`config.mk`:
```
export PLATFORM = sky130hd
export DESIGN_NAME = slot_pool_allocator_top
export DESIGN_NICKNAME = d
export VERILOG_FILES = /design/src/spa_pkg.sv /design/src/spa_ram.sv /design/src/spa_free_list.sv /design/src/slot_pool_allocator_top.sv
export VERILOG_INCLUDE_DIRS = /design/src /design/src/src
export SDC_FILE = /design/constraint.sdc
export NUM_CORES = 2
export LEC_CHECK = 0
export BUFFER_PORTS_ARGS = -buffer_cell sky130_fd_sc_hd__buf_2
export CAP_MARGIN = 20
export CELL_PAD_IN_SITES_DETAIL_PLACEMENT = 0
export CELL_PAD_IN_SITES_GLOBAL_PLACEMENT = 1
export CORE_MARGIN = 2
export CORE_UTILIZATION = 54
export DETAILED_ROUTE_END_ITERATION = 7
export PLACE_DENSITY_LB_ADDON = 0.15
export SYNTH_ARGS = -nofsm -noshare
export SYNTH_HDL_FRONTEND = slang
export SYNTH_SLANG_ARGS = --single-unit
```
`constraint.sdc`:
```
create_clock -name clk -period 7 [get_ports clk]
set_clock_uncertainty 0.05 [all_clocks]
set_input_delay 0.35 -clock clk [delete_from_list [all_inputs] [get_ports clk]]
set_output_delay 0.35 -clock clk [all_outputs]
set_load 0.005 [all_outputs]
```
`src/slot_pool_allocator_top_defines.svh`:
```
// Assertion macros shared by the slot pool allocator RTL.
// Each macro expects a clock named clk and an active-high reset named rst in scope.
`ifndef SLOT_POOL_ALLOCATOR_TOP_DEFINES_SVH
`define SLOT_POOL_ALLOCATOR_TOP_DEFINES_SVH

// Same-cycle implication, checked outside reset.
`define SPA_ASSERT_NOW(label, ante, cons, msg) \
  label: assert property (@(posedge clk) disable iff (rst) (ante) |-> (cons)) else $error(msg);

// Next-cycle implication, checked outside reset.
`define SPA_ASSERT_NEXT(label, ante, cons, msg) \
  label: assert property (@(posedge clk) disable iff (rst) (ante) |=> (cons)) else $error(msg);

`endif

```
`src/spa_pkg.sv`:
```
`timescale 1ns / 1ps
// Package for the slot pool allocator: sizes, status and command codes,
// beat structs, sequencer states and the free list control struct. No dependencies.
package spa_pkg;

  localparam int MAX_SLOTS = 64;
  localparam int FD_DEPTH  = 1024;

  // Internal widths follow from the pool size.
  localparam int SLOT_W = $clog2(MAX_SLOTS);
  localparam int LINK_W = $clog2(MAX_SLOTS + 1);
  localparam int CNT_W  = LINK_W;

  // Fixed field widths of the command and result beats.
  localparam int STATUS_W   = 2;
  localparam int FD_W       = 10;
  localparam int SLOT_IN_W  = 6;
  localparam int SLOT_OUT_W = 6;
  localparam int POS_W      = 6;
  localparam int ACNT_W     = 7;

  localparam logic [LINK_W-1:0] SLOT_NULL = LINK_W'(MAX_SLOTS);

  localparam logic CMD_ALLOC   = 1'b0;
  localparam logic CMD_RELEASE = 1'b1;

  typedef enum logic [STATUS_W-1:0] {
    STAT_OK         = 2'd0,
    STAT_FULL       = 2'd1,
    STAT_FD_RANGE   = 2'd2,
    STAT_NOT_IN_USE = 2'd3
  } status_t;

  typedef enum logic [1:0] {
    S_IDLE,
    S_CHECK,
    S_EXEC
  } state_t;

  typedef struct packed {
    logic                 cmd;
    logic [FD_W-1:0]      fd;
    logic [SLOT_IN_W-1:0] slot;
  } req_t;

  typedef struct packed {
    status_t               status;
    logic [SLOT_OUT_W-1:0] slot_out;
    logic [POS_W-1:0]      active_pos;
    logic [ACNT_W-1:0]     live_count;
  } rsp_t;

  // Requests from the sequencer to the free list.
  typedef struct packed {
    logic              rd;
    logic              pop;
    logic              push;
    logic [SLOT_W-1:0] slot;
  } fl_ctrl_t;

endpackage

```
`src/spa_ram.sv`:
```
`timescale 1ns / 1ps
// Generic single-write, single-read RAM with a registered read port.
// Standalone; used for every memory of the slot pool allocator.
module spa_ram #(
  parameter int WIDTH = 8,
  parameter int DEPTH = 64
) (
  input  logic                     clk,
  input  logic                     we,
  input  logic [$clog2(DEPTH)-1:0] waddr,
  input  logic [WIDTH-1:0]         wdata,
  input  logic                     re,
  input  logic [$clog2(DEPTH)-1:0] raddr,
  output logic [WIDTH-1:0]         rdata
);

  logic [WIDTH-1:0] mem [DEPTH];

  always_ff @(posedge clk) begin
    if (we) begin
      mem[waddr] <= wdata;
    end
    if (re) begin
      rdata <= mem[raddr];
    end
  end

endmodule

```
`src/spa_free_list.sv`:
```
`timescale 1ns / 1ps
// LIFO free list of slots: head register, link memory and per-entry valid bits.
// Depends on spa_pkg and spa_ram.
module spa_free_list (
  input  logic                         clk,
  input  logic                         rst,
  input  spa_pkg::fl_ctrl_t            ctrl,
  output logic [spa_pkg::LINK_W-1:0]   head,
  output logic                         empty
);

  // A link never written since reset reads as its reset value: the next slot.
  logic [spa_pkg::MAX_SLOTS-1:0] valid;
  logic                          rd_valid;
  logic [spa_pkg::LINK_W-1:0]    rd_dflt;
  logic [spa_pkg::LINK_W-1:0]    ram_q;
  logic [spa_pkg::LINK_W-1:0]    link;
  logic [spa_pkg::SLOT_W-1:0]    head_idx;
  logic                          we;
  logic [spa_pkg::SLOT_W-1:0]    waddr;
  logic [spa_pkg::LINK_W-1:0]    wdata;

  assign head_idx = head[spa_pkg::SLOT_W-1:0];
  assign empty    = (head == spa_pkg::SLOT_NULL);
  assign link     = rd_valid ? ram_q : rd_dflt;

  assign we    = ctrl.pop || ctrl.push;
  assign waddr = ctrl.pop ? head_idx : ctrl.slot;
  assign wdata = ctrl.pop ? spa_pkg::SLOT_NULL : head;

  spa_ram #(
    .WIDTH(spa_pkg::LINK_W),
    .DEPTH(spa_pkg::MAX_SLOTS)
  ) u_link_ram (
    .clk  (clk),
    .we   (we),
    .waddr(waddr),
    .wdata(wdata),
    .re   (ctrl.rd),
    .raddr(head_idx),
    .rdata(ram_q)
  );

  always_ff @(posedge clk) begin
    if (ctrl.rd) begin
      rd_valid <= valid[head_idx];
      rd_dflt  <= (int'(head_idx) == spa_pkg::MAX_SLOTS - 1) ? spa_pkg::SLOT_NULL
                                                             : head + spa_pkg::LINK_W'(1);
    end
  end

  always_ff @(posedge clk) begin
    if (rst) begin
      head  <= '0;
      valid <= '0;
    end else if (ctrl.pop) begin
      head            <= link;
      valid[head_idx] <= 1'b1;
    end else if (ctrl.push) begin
      head             <= spa_pkg::LINK_W'(ctrl.slot);
      valid[ctrl.slot] <= 1'b1;
    end
  end

endmodule

```
`src/slot_pool_allocator_top.sv`:
```
`timescale 1ns / 1ps
// Top level of the slot pool allocator: command sequencer, active list and
// slot position memories, in-use bits. Depends on spa_pkg, spa_ram, spa_free_list.
//
//   beat      ports              handshake
//   --------  -----------------  ------------------------------------------
//   command   req (spa_pkg::req_t)  taken on a rising edge with start && !busy
//   result    rsp (spa_pkg::rsp_t)  valid for the single cycle done is high
//
// A command passes a check state, which checks it and issues the reads,
// and an execute state, which applies the writes, before its result is
// registered; a rejected command skips the execute state. The registered
// read ports of the link, active list and position memories keep reads
// and writes apart. busy is high from the accepting edge until the result is
// registered; a new command may be taken in the cycle the result is shown.
// Synchronous reset empties the pool at once: no clearing pass is needed,
// since every link carries a valid bit. The receiver cannot stall results.
module slot_pool_allocator_top (
  input  logic          clk,
  input  logic          rst,
  input  logic          start,
  output logic          busy,
  input  spa_pkg::req_t req,
  output logic          done,
  output spa_pkg::rsp_t rsp
);

`include "slot_pool_allocator_top_defines.svh"

  spa_pkg::state_t state, state_next;
  spa_pkg::req_t   req_q;

  logic [spa_pkg::CNT_W-1:0]     count_active, count_next;
  logic [spa_pkg::MAX_SLOTS-1:0] in_use, in_use_next;
  spa_pkg::rsp_t                 rsp_next;
  logic                          done_next;

  spa_pkg::fl_ctrl_t          fl_ctrl;
  logic [spa_pkg::LINK_W-1:0] fl_head;
  logic                       fl_empty;

  // Active list and position memory ports.
  logic                       al_we, al_re, ps_we, ps_re;
  logic [spa_pkg::SLOT_W-1:0] al_waddr, al_wdata, al_raddr, al_q;
  logic [spa_pkg::SLOT_W-1:0] ps_waddr, ps_wdata, ps_raddr, ps_q;

  logic [spa_pkg::SLOT_W-1:0] s_idx;
  logic [spa_pkg::SLOT_W-1:0] head_idx;
  logic [spa_pkg::CNT_W-1:0]  last;
  logic                       fd_oor, slot_oor, chk_err;
  logic                       all_used;

  assign busy     = (state != spa_pkg::S_IDLE);
  assign s_idx    = spa_pkg::SLOT_W'(req_q.slot);
  assign head_idx = fl_head[spa_pkg::SLOT_W-1:0];
  assign last     = count_active - spa_pkg::CNT_W'(1);
  assign fd_oor   = (int'(req_q.fd) >= spa_pkg::FD_DEPTH);
  assign slot_oor = (int'(req_q.slot) >= spa_pkg::MAX_SLOTS);
  assign all_used = (count_active == spa_pkg::CNT_W'(spa_pkg::MAX_SLOTS));

  // A rejected command leaves all state untouched. A full pool is tested
  // before the descriptor range.
  assign chk_err = (req_q.cmd == spa_pkg::CMD_ALLOC)
                 ? (fl_empty || fd_oor)
                 : (slot_oor || !in_use[s_idx] || (count_active == '0));

  spa_free_list u_free_list (
    .clk  (clk),
    .rst  (rst),
    .ctrl (fl_ctrl),
    .head (fl_head),
    .empty(fl_empty)
  );

  spa_ram #(
    .WIDTH(spa_pkg::SLOT_W),
    .DEPTH(spa_pkg::MAX_SLOTS)
  ) u_active_ram (
    .clk  (clk),
    .we   (al_we),
    .waddr(al_waddr),
    .wdata(al_wdata),
    .re   (al_re),
    .raddr(al_raddr),
    .rdata(al_q)
  );

  spa_ram #(
    .WIDTH(spa_pkg::SLOT_W),
    .DEPTH(spa_pkg::MAX_SLOTS)
  ) u_pos_ram (
    .clk  (clk),
    .we   (ps_we),
    .waddr(ps_waddr),
    .wdata(ps_wdata),
    .re   (ps_re),
    .raddr(ps_raddr),
    .rdata(ps_q)
  );

  // Next state.
  always_comb begin
    state_next = state;
    unique case (state)
      spa_pkg::S_IDLE: begin
        if (start) begin
          state_next = spa_pkg::S_CHECK;
        end
      end
      spa_pkg::S_CHECK: begin
        state_next = chk_err ? spa_pkg::S_IDLE : spa_pkg::S_EXEC;
      end
      spa_pkg::S_EXEC: begin
        state_next = spa_pkg::S_IDLE;
      end
      default: begin
        state_next = spa_pkg::S_IDLE;
      end
    endcase
  end

  // Datapath controls. The check cycle issues every read the command needs;
  // the execute cycle writes each memory at most once.
  always_comb begin
    fl_ctrl     = '0;
    al_we       = 1'b0;
    al_waddr    = '0;
    al_wdata    = '0;
    al_re       = 1'b0;
    al_raddr    = '0;
    ps_we       = 1'b0;
    ps_waddr    = '0;
    ps_wdata    = '0;
    ps_re       = 1'b0;
    ps_raddr    = '0;
    in_use_next = in_use;
    count_next  = count_active;
    rsp_next    = rsp;
    done_next   = 1'b0;
    unique case (state)
      spa_pkg::S_IDLE: begin
      end
      spa_pkg::S_CHECK: begin
        if (chk_err) begin
          done_next           = 1'b1;
          rsp_next.slot_out   = '0;
          rsp_next.active_pos = '0;
          rsp_next.live_count = spa_pkg::ACNT_W'(count_active);
          if (req_q.cmd == spa_pkg::CMD_RELEASE) begin
            rsp_next.status = spa_pkg::STAT_NOT_IN_USE;
          end else if (fl_empty) begin
            rsp_next.status = spa_pkg::STAT_FULL;
          end else begin
            rsp_next.status = spa_pkg::STAT_FD_RANGE;
          end
        end else if (req_q.cmd == spa_pkg::CMD_ALLOC) begin
          fl_ctrl.rd = 1'b1;
        end else begin
          ps_re    = 1'b1;
          ps_raddr = s_idx;
          al_re    = 1'b1;
          al_raddr = last[spa_pkg::SLOT_W-1:0];
        end
      end
      spa_pkg::S_EXEC: begin
        done_next       = 1'b1;
        rsp_next.status = spa_pkg::STAT_OK;
        if (req_q.cmd == spa_pkg::CMD_ALLOC) begin
          // Pop the head, append it to the active list.
          fl_ctrl.pop           = 1'b1;
          al_we                 = 1'b1;
          al_waddr              = count_active[spa_pkg::SLOT_W-1:0];
          al_wdata              = head_idx;
          ps_we                 = 1'b1;
          ps_waddr              = head_idx;
          ps_wdata              = count_active[spa_pkg::SLOT_W-1:0];
          in_use_next[head_idx] = 1'b1;
          count_next            = count_active + spa_pkg::CNT_W'(1);
          rsp_next.slot_out     = spa_pkg::SLOT_OUT_W'(head_idx);
          rsp_next.active_pos   = spa_pkg::POS_W'(count_active);
          rsp_next.live_count   = spa_pkg::ACNT_W'(count_active + spa_pkg::CNT_W'(1));
        end else begin
          // Move the last active entry into the freed position.
          if (spa_pkg::CNT_W'(ps_q) != last) begin
            al_we    = 1'b1;
            al_waddr = ps_q;
            al_wdata = al_q;
            ps_we    = 1'b1;
            ps_waddr = al_q;
            ps_wdata = ps_q;
          end
          fl_ctrl.push          = 1'b1;
          fl_ctrl.slot          = s_idx;
          in_use_next[s_idx]    = 1'b0;
          count_next            = last;
          rsp_next.slot_out     = spa_pkg::SLOT_OUT_W'(s_idx);
          rsp_next.active_pos   = spa_pkg::POS_W'(ps_q);
          rsp_next.live_count   = spa_pkg::ACNT_W'(last);
        end
      end
      default: begin
      end
    endcase
  end

  always_ff @(posedge clk) begin
    if (rst) begin
      state        <= spa_pkg::S_IDLE;
      count_active <= '0;
      in_use       <= '0;
      done         <= 1'b0;
    end else begin
      state        <= state_next;
      count_active <= count_next;
      in_use       <= in_use_next;
      done         <= done_next;
    end
  end

  always_ff @(posedge clk) begin
    if (start && !busy) begin
      req_q <= req;
    end
    rsp <= rsp_next;
  end

  `SPA_ASSERT_NEXT(a_accept_busy, start && !busy, busy, "accepted command did not raise busy")
  `SPA_ASSERT_NEXT(a_exec_done, state == spa_pkg::S_EXEC, done && !busy, "execute gave no result")
  `SPA_ASSERT_NOW(a_done_idle, done, state == spa_pkg::S_IDLE, "result shown while busy")
  `SPA_ASSERT_NOW(a_full_count, 1'b1, fl_empty == all_used, "free list and count disagree")

endmodule
```
## Word-level counts from Yosys, hierarchy flattened

Memory sizes are Yosys's and may differ from the RTL's. A register that Yosys moved wholly into a read port is not among the register bits.
Index checks and enable logic that the tools add are counted.

| word-level totals | value |
|---|---|
| flip-flop bits (word level) | 181 |
| RAM bits | 1216 |
| input port bits | 20 |
| output and inout port bits | 23 |
| logic and storage cells | 109 |
| memories | 3 |

| cells by class | value |
|---|---|
| $add $sub $neg | 3 |
| order comparisons | 6 |
| equal/unequal tests | 7 |
| multiplexer cells | 57 |
| bitwise gates (word level) | 5 |
| reduce and logical (&&, ||, !) cells | 14 |

Memory list:

| memory | words | bits a word | read ports | clocked after Yosys merged registers in | write ports | line | RTL |
|---|---|---|---|---|---|---|---|
| u_free_list.u_link_ram.mem | 64 | 7 | 1 | 1 | 1 | spa_ram.sv:17 | `logic [WIDTH-1:0] mem [DEPTH];` |
| u_active_ram.mem | 64 | 6 | 1 | 1 | 1 | spa_ram.sv:17 |  |
| u_pos_ram.mem | 64 | 6 | 1 | 1 | 1 | spa_ram.sv:17 |  |

Operators by type and width:

| kind | number |
|---|---|
| 64-bit two-way mux | 3 |
| 64-bit bitwise OR | 3 |
| 6-bit two-way mux | 13 |
| 64-bit bitwise AND | 1 |
| 64-bit inverter | 1 |
| 7-bit two-way mux | 6 |
| 21-bit case mux with 2 select lines | 1 |
| 6-bit by 7-bit < comparator with 1-bit output, second input constant | 3 |
| 21-bit two-way mux | 1 |
| 1-bit two-way mux | 20 |
| 19-bit two-way mux | 1 |
| 1-bit demux with 6-bit select | 3 |
| 6-bit by 1-bit >= comparator with 1-bit output, second input constant | 3 |
| 7-bit by 1-bit adder with 7-bit output, second input constant | 2 |
| 1-bit binary-select mux with 6-bit select | 2 |
| 2-bit two-way mux | 4 |
| 8-bit two-way mux | 1 |
| 7-bit equality test, second input constant | 1 |
| 7-bit logical NOT | 1 |
| 6-bit by 7-bit inequality test with 1-bit output | 1 |
| 7-bit by 1-bit subtractor with 7-bit output, second input constant | 1 |
| 6-bit by 1-bit equality test with 1-bit output, second input constant | 1 |
| 2-bit nonzero test | 3 |
| 1-bit logical AND | 4 |
| other kinds (9) | 12 |

## Depth between registers and ports, before layout

| depth | value |
|---|---|
| word-level depth | 9 |
| mapped depth | 18 |
| depth with buffers taken out | 12 |

## Cells and area by module

From an unflattened synthesis, not the netlist that was laid out.

| unflattened totals | value |
|---|---|
| cells, all modules | 3358 |
| area, all modules | 57669.1 um^2 |

By module, submodules not included:

| module | times used | cells each | area each (um^2) | sequential area each (um^2) |
|---|---|---|---|---|
| spa_ram at u_active_ram ... | 2 | 720 | 15285.9 | 11711.2 |
| spa_ram at u_free_list.u_link_ram | 1 | 827 | 17705.7 | 13663.1 |
| slot_pool_allocator_top | 1 | 609 | 5343.9 | 2322.2 |
| spa_free_list | 1 | 482 | 4047.6 | 1661.6 |

## Least setup slack after synthesis

Ideal clock, no wire load.

| timing | value |
|---|---|
| path kind | reg-to-reg |
| start | register count_active[0] (netlist bit) |
| end | memory u_pos_ram.mem[55][0] (netlist bit) (enable) |
| setup time | 0.357 ns |
| arrival | 5.470 ns |
| data required time | 6.593 ns |
| slack | 1.123 ns |
| stages on the path, launching flop included | 17 |
| path buffers | 5 |
| clock period less this slack | 5.877 ns |
| cells stage by stage | dfxtp_1 inv_1 clkbuf_1 clkbuf_1 clkbuf_1 ha_1 nand2_2 xor2_2 xnor2_1 or4_1 buf_2 and2_4 buf_6 a21oi_1 nor2_1 nand3_1 nor2_1 |

| between the ends | value |
|---|---|
| elaborated cells between the ends (all ways) | 10 |
| those cells by class | add/sub: 1; eq/ne: 1; mux: 8 |

RTL lines:

| item | line | RTL |
|---|---|---|
| start: declaration | slot_pool_allocator_top.sv:33 | `logic [spa_pkg::CNT_W-1:0] count_active, count_next;` |
| start signal: assignment | slot_pool_allocator_top.sv:214 | `count_active <= count_next;` |
| 7-bit by 1-bit subtractor with 7-bit output | slot_pool_allocator_top.sv:56 | `assign last = count_active - spa_pkg::CNT_W'(1);` |
| 6-bit by 7-bit inequality test with 1-bit output | slot_pool_allocator_top.sv:184 | `if (spa_pkg::CNT_W'(ps_q) != last) begin` |
| 6-bit two-way mux (3 in series) | - |  |
| named net al_wdata, one bit | slot_pool_allocator_top.sv:44 | `logic [spa_pkg::SLOT_W-1:0] al_waddr, al_wdata, al_raddr, al_q;` |
| end: declaration | spa_ram.sv:17 |  |

The timed path passes the listed nets, and every way through them passes these cells.

## Final worst setup path

| timing | value |
|---|---|
| start | register req_q (netlist bit s_idx[2]) |
| end | register u_active_ram.rdata[1], read port of u_active_ram.mem, data pin |

| between the ends | value |
|---|---|
| word-level cells in the longest chain between the ends | 7 |
| elaborated cells between the ends (all ways) | 9 |
| those cells by class | mux: 7; reduce/logical: 2 |

Ends and longest elaborated chain:

| item | line | RTL |
|---|---|---|
| start: declaration | slot_pool_allocator_top.sv:31 | `spa_pkg::req_t req_q;` |
| start signal: assignment | slot_pool_allocator_top.sv:222 | `req_q <= req;` |
| 1-bit binary-select mux with 6-bit select * | slot_pool_allocator_top.sv:65 | `: (slot_oor \|\| !in_use[s_idx] \|\| (count_active == '0));` |
| 1-bit two-way mux (not written as such) * | slot_pool_allocator_top.sv:65 |  |
| 1-bit logical NOT * | slot_pool_allocator_top.sv:65 |  |
| 1-bit logical OR * | slot_pool_allocator_top.sv:65 |  |
| 1-bit two-way mux * | slot_pool_allocator_top.sv:64 | `? (fl_empty \|\| fd_oor)` |
| 6-bit two-way mux or 1-bit two-way mux (tied branches) | slot_pool_allocator_top.sv:144 | `if (chk_err) begin` |
| 6-bit two-way mux or 1-bit two-way mux (tied branches) | slot_pool_allocator_top.sv:140 | `unique case (state)` |
| end: declaration | spa_ram.sv:14 | `output logic [WIDTH-1:0] rdata` |

Mark *: on every way between the ends. The rest lies on a longest branch, timed or not. The select of a mux whose other input is x is not followed.
A chain may end at the register's enable or synchronous reset.

==> summary.md <==
| Metric | Value |
|---|---|
| Synth top cells by count | `edfxtp_1 (1,271), nor2_1 (423), a22oi_1 (294)` |
| Worst path slowest cell | `and2_0` |
| PortBufs | `32` |
| CTS clk-pin slew, worst paths | `0.06 ns` |
| CTS Buf Count | `142` |
| Synth Flop Type | `edfxtp_1` |
| Switching Fraction | `0.202` |
| Fmax | `185 MHz` |
| Hold Path Class | `input port to flop` |
| Hpwl dp | `95,100 µm` |
| R2R setup slack | `1.60 ns` |
| Largest cells by area after synthesis | `edfxtp_1 (68%), dfxtp_1 (5.2%), a22oi_1 (3.9%)` |
| Yosys cell types | `79` |
| # setup viols final | `0` |
| First-pass GRT wire length | `229,000 µm` |
| Die area | `0.107 mm²` |
| Hold Path Sink | `u_free_list.valid[3]` |
| ANT cells | `0` |
| Clock share of power | `0.442` |
| WP buf/inv | `3` |
| Post-CTS resize count | `0` |
| Mapped Area | `0.0562 mm²` |
| Vias | `35,000` |
| Clock Tree Buf Depth | `3` |
| Max cap viols | `0` |
| WP data required | `7.43 ns` |
| Crit-path leading delay family | `simple AND/OR/NAND/NOR gates` |
| Crit path capture type | `flop` |
| Status | `finished clean` |
| Most numerous cell in the Yosys netlist | `edfxtp_1` |
| Worst slew margin | `0.209` |
| Hold path depth | `2` |
| EDFF count, synth | `1,271` |
| IR drop worst, VDD | `0.000224 V` |
| Pre-Repair DR Iteration Count | `6` |
| Routed Antenna Nets | `0` |
| Synthesized flop and latch total | `1,416` |
| Mapped Nets | `3,865` |
| Critical path's largest stage delay | `0.83 ns` |
| Share of the synthesized area in the top cell type | `0.680` |
| Startpoint Class | `flop` |
| Largest net degree at the start of global routing | `80` |
| Fraction of layout cells with a size suffix above 1 | `0.121` |
| CP arrival | `5.82 ns` |
| Worst Reg-to-Reg Cells | `13` |
| Hold Vio Cnt, Final | `0` |
| Reg2Reg Launch Point | `s_idx[2]` |
| Nets | `3,888` |
| Final WL | `157,000 µm` |
| RSZ-0062 raised after global routing | `false` |
| Area of the core | `0.103 mm²` |
| Cell-internal power | `0.0139 W` |
| Mapped Cells | `3,837` |
| Clk sink count | `1,416` |
| Leak pwr | `21.2 nW` |
| Vias in the first global route | `34,100` |
| DRC | `0` |
| Period utilisation layout | `0.771` |
| Min Hold Slack | `0.162 ns` |
| Area Overhead vs Synth | `11.8%` |
| Antenna violations before repair | `3` |
| Die width | `326 µm` |
| DR vias/cell | `6.53` |
| Setup TNS | `0 ns` |
| Grt ovf | `0` |
| Ys async rst share | `0` |
| Setup crit start | `s_idx[2]` |
| Min cycle time layout | `5.40 ns` |
| GRT Total Usage | `0.292` |
| Die height | `326 µm` |
| CTS H-tree lvls | `4` |
| Reg-to-reg endpoint | `u_active_ram.rdata[1]` |
| Pins Over Slew Limit | `0` |
| Pwr dens | `277 mW/mm²` |
| Synth area leader | `edfxtp_1` |
| Skew-Pair Late Insertion Delay | `0.75 ns` |
| Sw power | `0.00352 W` |
| Measured slew at the worst slew-check pin | `1.18 ns` |
| Seq/Total Area, Yosys | `0.731` |
| Sequential Power Share | `0.527` |
| CTS Root Buffer Type | `clkbuf_16` |
| Crit Path Category | `flop to flop` |
| Initial core utilization | `0.543` |
| Combinational group share of total power | `0.031` |
| Drt wl/cell | `29.3 µm` |
| Avg Cell Area, Syn | `14.6 µm²` |
| Synth Warn # | `0` |
| Crit-path cells | `buf_4 > and2_0 > a22oi_1 > nand3_1 > nand4_1 > o21ai_4 > buf_4 > nor2_1 > buf_4 > a21oi_1 > a221oi_1 > o31ai_1 > o32ai_1` |
| I/O pins | `43` |
| Cell row count | `118` |
| GPL Wtd Cong | `0.907` |
| CTS tree | `built` |
| DRT iter0 DRCs | `4,401` |
| Critical path's most frequent cell | `buf_4` |
| HP Start | `rst` |
| CP Max Fanout | `55` |
==> cell type report <==
class / count / area (µm²)
Clock buffer: 189 / 3980
Tap cell: 1380 / 1730
Sequential cell: 1416 / 41100
Inverter: 28 / 105
Multi-Input combinational cell: 2150 / 14200
Timing Repair Buffer: 122 / 941
Clock inverter: 71 / 748
Fill cell: 7670 / 40600
==> sequential cells by signal, indices dropped and copies added, names as in the netlist, 2 cells and up <==
signal                        cells
rsp                              21
state                             2
u_free_list.u_link_ram.rdata      7
u_active_ram.rdata                6
s_idx                             6
u_pos_ram.mem                   384
u_free_list.head                  7
u_pos_ram.rdata                   6
u_free_list.valid                64
u_free_list.u_link_ram.mem      448
in_use                           64
count_active                      7
u_active_ram.mem                384
u_free_list.rd_dflt               7
==> cells by family (layout without fill, tap and decap cells) <==
logic type / count (synthesis) / after routing / share of synthesized area
mux: 236 / 236 / 0.0559
fa+ha+maj: 8 / 8 / 0.00178
simple gates: 995 / 995 / 0.0805
xor+xnor: 20 / 20 / 0.00339
flops: 1416 / 1416 / 0.731
buf+inv: 271 / 410 / 0.0192
compound gates: 891 / 891 / 0.108
==> layer usage <==
metal  part of all wire  global-route usage
met5           0.000045                   0
met4              0.040               0.117
met1               0.40               0.403
met3              0.082              0.0476
met2               0.48               0.468
==> worst max path at each step <==
stage	slack, ns	to	cells after the start
2_1_floorplan	1.12	u_pos_ram.mem[55][0]	16
4_1_cts	1.77	u_active_ram.rdata[1]	13
3_3_place_gp	1.83	u_active_ram.rdata[1]	13
6_report	1.60	u_active_ram.rdata[1]	13
5_1_grt	1.47	u_active_ram.rdata[2]	13
3_5_place_dp	1.79	u_active_ram.rdata[1]	13
==> layout by cell type, fill, tap and decap left out, types with 73 or more instances in the layout <==
cell          n
a21oi_1     185
a22oi_1     294
buf_4        77
clkbuf_16   153
dfxtp_1     144
edfxtp_1   1271
mux2i_1     137
nand2_1     222
nand3_1      73
nand4_1      79
nor2_1      416
o21ai_0     107
==> per-stage QoR <==
| stage | util | std cells | setup slack [ns] | area, µm² | power (W) |
|---|---|---|---|---|---|
| 5_1_grt | 0.607 | 5356 | 1.47 | 62800 | 0.0178 |
| 3_3_place_gp | 0.560 | 5081 | 1.83 | 57800 | 0.00986 |
| 6_report | 0.607 | 5356 | 1.60 | 62800 | 0.0174 |
| 4_1_cts | 0.606 | 5350 | 1.77 | 62700 | 0.0174 |
| 3_5_place_dp | 0.560 | 5082 | 1.79 | 57800 | 0.00987 |
| 2_1_floorplan | - | 3837 | 1.12 | 56200 | 0.00965 |
==> power by group through the flow <==
stage / Sequential [W] / Clock [W] / Combinational, W
floorplan: 0.00932 / 0 / 0.000329
finish: 0.00916 / 0.00768 / 0.000547
CTS: 0.00916 / 0.00775 / 0.000537
global placement: 0.00934 / 0 / 0.000524
detailed placement: 0.00934 / 0 / 0.000532
global route: 0.00916 / 0.00809 / 0.000574
==> repair_timing <==
item                       in CTS  in global routing
hold endpoints to repair        9                  0
setup buffers                   0                  0
setup endpoints to repair       0                  0
hold buffers                    8                  0
(Power assumes the default switching activity.)
